[src/hw/rtl/shfp_pkg.sv]
// Package for the server hello field parser: parse phases, result kinds,
// the result record passed from the parser core to the top level.
// No dependencies.
package shfp_pkg;

  // Number of random bytes in the hello message (1 to 63)
  localparam int unsigned RandomBytes = 32;
  localparam int unsigned CountW      = 6;

  // Parse phases, one-hot
  typedef enum logic [12:0] {
    PH_LEN    = 13'd1,
    PH_FLAG   = 13'd2,
    PH_VER    = 13'd4,
    PH_CIPHER = 13'd8,
    PH_RANDOM = 13'd16,
    PH_EXTLEN = 13'd32,
    PH_EXTCNT = 13'd64,
    PH_PKGLEN = 13'd128,
    PH_TYPE   = 13'd256,
    PH_ARRIDX = 13'd512,
    PH_DLEN   = 13'd1024,
    PH_DATA   = 13'd2048,
    PH_DONE   = 13'd4096
  } phase_e;

  // Kind of a result transaction
  typedef enum logic [2:0] {
    KIND_VERSION   = 3'd0,
    KIND_CIPHER    = 3'd1,
    KIND_RANDOM    = 3'd2,
    KIND_EXT_START = 3'd3,
    KIND_EXT_DATA  = 3'd4,
    KIND_END       = 3'd5
  } kind_e;

  typedef struct packed {
    kind_e       kind;
    logic [15:0] value;
    logic [15:0] ext_type;
    logic [15:0] index;
    logic        msg_end;
    logic        len_err;
  } res_t;

  // Byte length of each fixed-size field phase
  function automatic logic [CountW-1:0] phase_len(phase_e ph);
    logic [CountW-1:0] n;
    unique case (ph)
      PH_LEN, PH_EXTLEN, PH_PKGLEN, PH_ARRIDX: n = CountW'(4);
      PH_FLAG, PH_EXTCNT:                      n = CountW'(1);
      PH_VER, PH_CIPHER, PH_TYPE, PH_DLEN:     n = CountW'(2);
      default:                                 n = CountW'(0);
    endcase
    return n;
  endfunction

endpackage

[src/hw/rtl/shfp_core.sv]
// Parser core: holds the parse state and turns one byte per step into at
// most one result record. Depends on shfp_pkg.
module shfp_core (
  input  logic           clk_i,
  input  logic           rst_ni,
  input  logic           step_i,
  input  logic [7:0]     byte_i,
  input  logic           last_i,
  output logic           res_valid_o,
  output shfp_pkg::res_t res_o
);
  import shfp_pkg::*;

  phase_e              phase_q, phase_d;
  logic [CountW-1:0]   cnt_q, cnt_d;
  logic [31:0]         acc_q, acc_d;
  logic [31:0]         dlen_q, dlen_d;
  logic [31:0]         seen_q, seen_d;
  logic [7:0]          ext_left_q, ext_left_d;
  logic [15:0]         data_left_q, data_left_d;
  logic [15:0]         ext_type_q, ext_type_d;

  logic                have;
  res_t                res;
  logic [CountW-1:0]   cnt_inc;
  logic [31:0]         acc_shift;

  // Work out next state and the result for the current byte
  always_comb begin
    phase_d     = phase_q;
    cnt_d       = cnt_q;
    acc_d       = acc_q;
    dlen_d      = dlen_q;
    ext_left_d  = ext_left_q;
    data_left_d = data_left_q;
    ext_type_d  = ext_type_q;
    have        = 1'b0;
    res         = '{kind: KIND_END, value: '0, ext_type: '0, index: '0,
                    msg_end: 1'b0, len_err: 1'b0};
    seen_d      = (seen_q == '1) ? seen_q : seen_q + 32'd1;
    cnt_inc     = cnt_q + CountW'(1);
    acc_shift   = {acc_q[23:0], byte_i};

    unique case (phase_q)
      PH_RANDOM: begin
        have      = 1'b1;
        res.kind  = KIND_RANDOM;
        res.value = {8'd0, byte_i};
        res.index = 16'(cnt_q);
        cnt_d     = cnt_inc;
        if (cnt_inc >= CountW'(RandomBytes)) begin
          cnt_d   = '0;
          phase_d = PH_EXTLEN;
        end
      end
      PH_DATA: begin
        have         = 1'b1;
        res.kind     = KIND_EXT_DATA;
        res.value    = {8'd0, byte_i};
        res.ext_type = ext_type_q;
        res.index    = acc_q[15:0] - data_left_q;
        data_left_d  = data_left_q - 16'd1;
        if (data_left_d == '0) begin
          ext_left_d = ext_left_q - 8'd1;
          phase_d    = (ext_left_d == '0) ? PH_DONE : PH_PKGLEN;
        end
      end
      PH_LEN, PH_FLAG, PH_VER, PH_CIPHER, PH_EXTLEN, PH_EXTCNT,
      PH_PKGLEN, PH_TYPE, PH_ARRIDX, PH_DLEN: begin
        acc_d = acc_shift;
        cnt_d = cnt_inc;
        if (cnt_inc >= phase_len(phase_q)) begin
          cnt_d = '0;
          acc_d = '0;
          unique case (phase_q)
            PH_LEN: begin
              dlen_d  = acc_shift;
              phase_d = PH_FLAG;
            end
            PH_FLAG:   phase_d = PH_VER;
            PH_VER: begin
              have      = 1'b1;
              res.kind  = KIND_VERSION;
              res.value = {acc_shift[7:0], acc_shift[15:8]};
              phase_d   = PH_CIPHER;
            end
            PH_CIPHER: begin
              have      = 1'b1;
              res.kind  = KIND_CIPHER;
              res.value = acc_shift[15:0];
              phase_d   = PH_RANDOM;
            end
            PH_EXTLEN: phase_d = PH_EXTCNT;
            PH_EXTCNT: begin
              ext_left_d = acc_shift[7:0];
              phase_d    = (acc_shift[7:0] == '0) ? PH_DONE : PH_PKGLEN;
            end
            PH_PKGLEN: phase_d = PH_TYPE;
            PH_TYPE: begin
              ext_type_d = acc_shift[15:0];
              phase_d    = PH_ARRIDX;
            end
            PH_ARRIDX: phase_d = PH_DLEN;
            PH_DLEN: begin
              have         = 1'b1;
              res.kind     = KIND_EXT_START;
              res.value    = acc_shift[15:0];
              res.ext_type = ext_type_q;
              data_left_d  = acc_shift[15:0];
              if (acc_shift[15:0] == '0) begin
                ext_left_d = ext_left_q - 8'd1;
                phase_d    = (ext_left_d == '0) ? PH_DONE : PH_PKGLEN;
              end else begin
                acc_d   = {16'd0, acc_shift[15:0]};
                phase_d = PH_DATA;
              end
            end
            default: ;
          endcase
        end
      end
      default: ; // done phase: drop the byte
    endcase

    // Close the message on the last byte and return to the reset state
    if (last_i) begin
      res.msg_end = 1'b1;
      res.len_err = ({1'b0, seen_d} != ({1'b0, dlen_d} + 33'd4)) ||
                    (phase_d != PH_DONE);
      phase_d     = PH_LEN;
      cnt_d       = '0;
      acc_d       = '0;
      dlen_d      = '0;
      seen_d      = '0;
      ext_left_d  = '0;
      data_left_d = '0;
      ext_type_d  = '0;
    end
  end

  assign res_valid_o = have || last_i;
  assign res_o       = res;

  // Advance the parse state once per step
  always_ff @(posedge clk_i or negedge rst_ni) begin
    if (!rst_ni) begin
      phase_q     <= PH_LEN;
      cnt_q       <= '0;
      acc_q       <= '0;
      dlen_q      <= '0;
      seen_q      <= '0;
      ext_left_q  <= '0;
      data_left_q <= '0;
      ext_type_q  <= '0;
    end else if (step_i) begin
      phase_q     <= phase_d;
      cnt_q       <= cnt_d;
      acc_q       <= acc_d;
      dlen_q      <= dlen_d;
      seen_q      <= seen_d;
      ext_left_q  <= ext_left_d;
      data_left_q <= data_left_d;
      ext_type_q  <= ext_type_d;
    end
  end

  // A processed last byte leaves the parser ready for a new message
  a_last_restarts: assert property (@(posedge clk_i) disable iff (!rst_ni)
    step_i && last_i |=> phase_q == PH_LEN && seen_q == '0)
    else $error("parser did not restart after last byte");

  // Data phase always has bytes outstanding
  a_data_left: assert property (@(posedge clk_i) disable iff (!rst_ni)
    phase_q == PH_DATA |-> data_left_q != '0)
    else $error("data phase with no bytes left");

  // Extension phases always have an extension outstanding
  a_ext_left: assert property (@(posedge clk_i) disable iff (!rst_ni)
    (phase_q == PH_PKGLEN || phase_q == PH_TYPE || phase_q == PH_ARRIDX ||
     phase_q == PH_DLEN || phase_q == PH_DATA) |-> ext_left_q != '0)
    else $error("extension phase with zero extensions left");

  // An error is only reported on the closing transaction
  a_err_at_end: assert property (@(posedge clk_i) disable iff (!rst_ni)
    step_i && res_o.len_err |-> res_o.msg_end && last_i)
    else $error("length error outside message end");

endmodule

[src/hw/rtl/server_hello_field_parser.sv]
// Path: an accepted byte waits in the input register, and its result, if it has
// one, goes to the result register. Throughput: one byte per clock unless stalled.
// A stalled output holds its result while the input register waits behind it.
// Reset (rst_ni low, asynchronous) empties both registers and returns the
// parser to the length field phase.
// Top level of the server hello parser; depends on shfp_pkg and shfp_core.
module server_hello_field_parser (
  input  logic        clk_i,
  input  logic        rst_ni,
  input  logic        in_valid_i,
  output logic        in_ready_o,
  input  logic [7:0]  in_byte_i,
  input  logic        last_byte_i,
  output logic        out_valid_o,
  input  logic        out_ready_i,
  output logic [2:0]  field_kind_o,
  output logic [15:0] field_value_o,
  output logic [15:0] extension_type_o,
  output logic [15:0] byte_index_o,
  output logic        message_end_o,
  output logic        length_error_o
);
  import shfp_pkg::*;

  logic       in_valid_q;
  logic [7:0] in_byte_q;
  logic       in_last_q;
  logic       out_valid_q;
  res_t       out_q;
  logic       advance;
  logic       res_valid;
  res_t       res;

  // Move the held byte through the parser when the output register is free
  assign advance    = in_valid_q && (!out_valid_q || out_ready_i);
  assign in_ready_o = !in_valid_q || advance;

  // Input register
  always_ff @(posedge clk_i or negedge rst_ni) begin
    if (!rst_ni) begin
      in_valid_q <= 1'b0;
    end else if (in_ready_o) begin
      in_valid_q <= in_valid_i;
    end
  end

  always_ff @(posedge clk_i) begin
    if (in_valid_i && in_ready_o) begin
      in_byte_q <= in_byte_i;
      in_last_q <= last_byte_i;
    end
  end

  shfp_core u_core (
    .clk_i       (clk_i),
    .rst_ni      (rst_ni),
    .step_i      (advance),
    .byte_i      (in_byte_q),
    .last_i      (in_last_q),
    .res_valid_o (res_valid),
    .res_o       (res)
  );

  // Result register
  always_ff @(posedge clk_i or negedge rst_ni) begin
    if (!rst_ni) begin
      out_valid_q <= 1'b0;
    end else if (advance) begin
      out_valid_q <= res_valid;
    end else if (out_ready_i) begin
      out_valid_q <= 1'b0;
    end
  end

  always_ff @(posedge clk_i) begin
    if (advance && res_valid) begin
      out_q <= res;
    end
  end

  assign out_valid_o      = out_valid_q;
  assign field_kind_o     = 3'(out_q.kind);
  assign field_value_o    = out_q.value;
  assign extension_type_o = out_q.ext_type;
  assign byte_index_o     = out_q.index;
  assign message_end_o    = out_q.msg_end;
  assign length_error_o   = out_q.len_err;

endmodule
[config.mk]
export PLATFORM = sky130hd
export DESIGN_NAME = server_hello_field_parser
export DESIGN_NICKNAME = d
export VERILOG_FILES = /design/src/hw/rtl/shfp_pkg.sv /design/src/hw/rtl/shfp_core.sv /design/src/hw/rtl/server_hello_field_parser.sv
export SDC_FILE = /design/constraint.sdc
export NUM_CORES = 1
export LEC_CHECK = 0
export BUFFER_PORTS_ARGS = -buffer_cell sky130_fd_sc_hd__buf_2
export CORE_ASPECT_RATIO = 1.75
export CORE_MARGIN = 10
export CORE_UTILIZATION = 55
export CTS_BUF_LIST = sky130_fd_sc_hd__clkbuf_4 sky130_fd_sc_hd__clkbuf_8 sky130_fd_sc_hd__clkbuf_16
export DETAILED_ROUTE_END_ITERATION = 7
export HOLD_SLACK_MARGIN = 0.06
export PLACE_DENSITY = 0.72
export SYNTH_ARGS = -nofsm -noshare
export SYNTH_HDL_FRONTEND = slang
export SYNTH_SLANG_ARGS = --single-unit
[constraint.sdc]
create_clock -name clk_i -period 14.1 [get_ports clk_i]
set_input_delay 2.115 -clock clk_i [delete_from_list [all_inputs] [get_ports clk_i]]
set_output_delay 2.115 -clock clk_i [all_outputs]
set_load 0.02 [all_outputs]
==> flow_summary.toml <==
[worst_setup_path]
cp-end-kind = "flip-flop"
worst-r2r-setup-slack_ns = 7.31
cp-start-kind = "flip-flop"
criticalPathCategory = "flip-flop to flip-flop"
cp_data_required_time_ns = 14.34
r2r_start = "u_core.phase_q[2]"
startpoint = "u_core.phase_q[2]"
r2r_worst_path_depth = 23
worstPathCellList = "nor4_1, mux2i_1, or4_1, inv_2, ha_1, nand2b_1, a21o_1, a221o_2, nand3_4, mux2i_1, inv_1, ha_1, nand2_1, nor4_1, and3_1, xnor2_1, nor2_1, a21oi_1, xnor2_1, nor4_2, nand3_1, a2111oi_2, a41oi_1"
arrival_ns = 7.03
slowest_stage = "nor4_1"
rr_endpoint = "length_error_o"
crit_path_max_fanout = 78
worstSetupEndpoint = "length_error_o"
slowest_delay_ns = 0.71

[grt]
grt_antenna_before_repair = 0
first_global_vias = 11789
grt_first_pass_wirelength_mm = 65.4
grt_use_total_pct = 25.8
globalRouteOverflowTotal = 0
grt_start_max_net_pins = 79

[synthesis]
netlist_top_cells_area = "dfrtp_1, edfxtp_1, nand2_1, o21ai_0, xnor2_1"
synth-warning-count = 0
complex_gate_fraction_of_the_synthesized_area_pct = 16.6
leading_register_cell_type_out_of_synthesis = "dfrtp_1"
synth.ff_latch_count = 211
synth_top_cell_area_share_pct = 27.4
synth_enable_flop_cells = 62
post_synth_and_or_nand_nor_area_fraction_pct = 24.8
yosys.cell_count.top_type = "nand2_1"
synth_cell_type_count = 81
synthesis.area_um2 = 13500
synth.top_cells.by_count = "nand2_1, o21ai_0, dfrtp_1, nor2_1, xnor2_1"
synth_xor_area_share_pct = 8.08
mux_share_of_post_synthesis_cell_area_pct = 1.80
yosys.area_share.adder_pct = 2.46
synth_fp_nets = 1616
syn_area_per_cell_um2 = 8.57
synth_top_family_by_area = "simple AND/OR/NAND/NOR gates"
syn_inst = 1577
synth.largest_area_cell = "dfrtp_1"
postSynth.asyncResetShare_pct = 70.6
yosysSeqAreaShare_pct = 41.4

[clocking]
clock_latency_ns = 0.52
path_clk_slew_ns = 0.07
postCtsResizedCells = 0
clock_path_buffers = 3
cts_num_sinks = 211
h-tree-depth = 1
cts.root.buffer_cell = "clkbuf_16"
cts_setup_buffers = 0
cts_hold_buf = 0
tritoncts = "done"
cts_buffers = 21

[floorplan]
design.core.area_um2 = 24100
std_cell_rows = 75
floorplan.die.height_um = 227
die_area_um2 = 31500
floorplan.initialDensity_pct = 56.0
die_x_um = 138
top_level_ports = 68

[sta]
setup_violations = 0
max_freq_mhz = 147
timing.max_slew.rel_slack_pct = 17.5
unrepaired_setup_endpoints_after_global_routing = "no"
worst_slew_pin_slew_ns = 1.23
timing.final.crit_share_pct = 48.2
clock-skew-final_ns = 0.0135
final-max-slew-violation-count = 0
timing.setup.tns_ns = 0
finalCriticalPeriod_ns = 6.79
finalHoldViolations = 0

[layout]
area.sequential_um2 = 5590
final_cells = 1898
postLayoutCoreUtil_pct = 60.5
final_area_um2 = 14600
antennaDiodeCount = 0
fillers = 2102
area_delta_synth_final_pct = 7.99
drive_gt1_share_pct = 10.3
multi_input_combinational_cell_area_um2 = 7270
final_net_count = 1615

[placed_design]
placement.io_buffers = 67
detailed_place.area_um2 = 13900
dp_cells = 1861
dpl.hpwl_mm = 30.5
gp_routability_congestion = 0.959

[run]
drv_cap = 0

[routing]
drt_first_pass_iters = 6
viasPerCell = 6.32
drt-wirelength-per-cell_um = 22.0
detail_route.wirelength_mm = 41.8
number_of_drc_violations_after_detailed_routing = 0
drt.antenna.violating_nets = 0
initialDrtViolationCount = 983
detailroute.via_count = 11993

[power]
p_total_mw = 2.74
power_switching_mw = 1.23
part_of_the_power_in_combinational_logic_pct = 47.0
power.static_leakage_nw = 5.90
power_report.internal_total_mw = 1.51
p_sw_share_pct = 44.9
proportion_of_power_drawn_by_the_clock_network_pct = 20.8
power_frac_seq_pct = 32.2
pwr_density_cell_nw_per_um2 = 188
vdd_ir_drop_max_uv = 107

[hold_path]
holdCritPathClass = "flip-flop to flip-flop"

[outcome]
run_status = "finished clean"
[registers in the layout, summed over array words and instances (netlist names), 13 cells and up]
register,flops
u_core.acc_q,24
extension_type_o,16
u_core.seen_q,32
u_core.dlen_q,32
u_core.phase_q,13
byte_index_o,16
u_core.ext_type_q,16
field_value_o,16
u_core.data_left_q,16
[worst min-delay path by stage]
stage                                     start                    end  slack [ns]  cells after the start
final                     u_core.ext_type_q[11]  u_core.ext_type_q[11]        0.46                      2
after global routing      u_core.ext_type_q[11]  u_core.ext_type_q[11]        0.49                      2
after CTS                 u_core.ext_type_q[11]  u_core.ext_type_q[11]        0.46                      2
after detailed placement  u_core.ext_type_q[11]  u_core.ext_type_q[11]        0.45                      2
after global placement     u_core.ext_type_q[1]   u_core.ext_type_q[1]        0.44                      2
after floorplan           u_core.ext_type_q[10]  u_core.ext_type_q[10]        0.43                      2
[per-stage QoR]
step	setup slack, ns	hold slack (ns)
2_1_floorplan	8.44	0.430
3_3_place_gp	7.53	0.441
3_5_place_dp	7.36	0.449
4_1_cts	7.36	0.463
5_1_grt	6.84	0.487
6_report	7.31	0.463
[critical path, delay by kind of cell, from the launching register on]
family	cells	cell delay, ns
adders and majority gates	2	0.47
xor gates and xnor gates	2	0.23
and+or+nand+nor	10	3.35
buffers and inverters	2	0.21
DFF	1	0.52
AOI/OAI and AO/OA	5	1.32
muxes	2	0.39
[power groups by stage]
stage               clock network, mW  logic, mW  registers, mW
floorplan                           0      0.993          0.806
global placement                    0       1.25          0.882
detailed placement                  0       1.27          0.885
CTS                             0.577       1.28          0.874
global route                    0.601       1.41          0.888
finish                          0.571       1.29          0.882
[cells by family (layout without fill, tap and decap cells)]
group	count (synthesis)	in the layout
AOI/OAI and AO/OA	374	374
xor gates and xnor gates	123	123
adders and majority gates	26	26
buffers and inverters	158	171
DFF	211	211
muxes	23	23
and+or+nand+nor	662	662
[cell type report]
type / instances / share of cell area [%]
clock inverters: 12 / 0.814
multi-input cells: 1208 / 49.8
inverters: 47 / 1.21
flip-flops and latches: 211 / 38.3
well taps: 308 / 2.64
repair buffers: 87 / 3.37
clock buffers: 25 / 3.85
[layer usage]
metal	vias to the layer above	global-route usage, %	share of wire, %	routed length, um
li1	5617	-	-	-
met1	5765	25.9	35	14500
met2	449	48.0	52	21900
met3	162	3.42	5.2	2190
met4	0	18.7	7.7	3200
met5	-	0	0	0
[layout by cell type (no fill, tap or decap), types with 8 or more instances in the layout]
master | synthesis | layout
nand2_1 | 227 | 226
o21ai_0 | 161 | 161
dfrtp_1 | 148 | 148
nor2_1 | 129 | 127
xnor2_1 | 83 | 83
a21oi_1 | 82 | 82
buf_2 | 19 | 66
edfxtp_1 | 62 | 62
nand3_1 | 60 | 60
nor3_1 | 51 | 51
inv_1 | 46 | 46
nand4_1 | 40 | 40
xor2_1 | 38 | 38
a22oi_1 | 30 | 30
nor4_1 | 28 | 28
and2_1 | 27 | 27
ha_1 | 25 | 25
and3_1 | 23 | 23
a22o_1 | 22 | 22
mux2i_1 | 22 | 22
clkbuf_16 | 0 | 21
buf_4 | 4 | 20
o22ai_1 | 13 | 13
a31oi_1 | 12 | 12
o31ai_1 | 11 | 11
nand2b_1 | 9 | 9
and4_1 | 9 | 9
o21ai_1 | 8 | 8
Power figures use the tool's default switching activity.
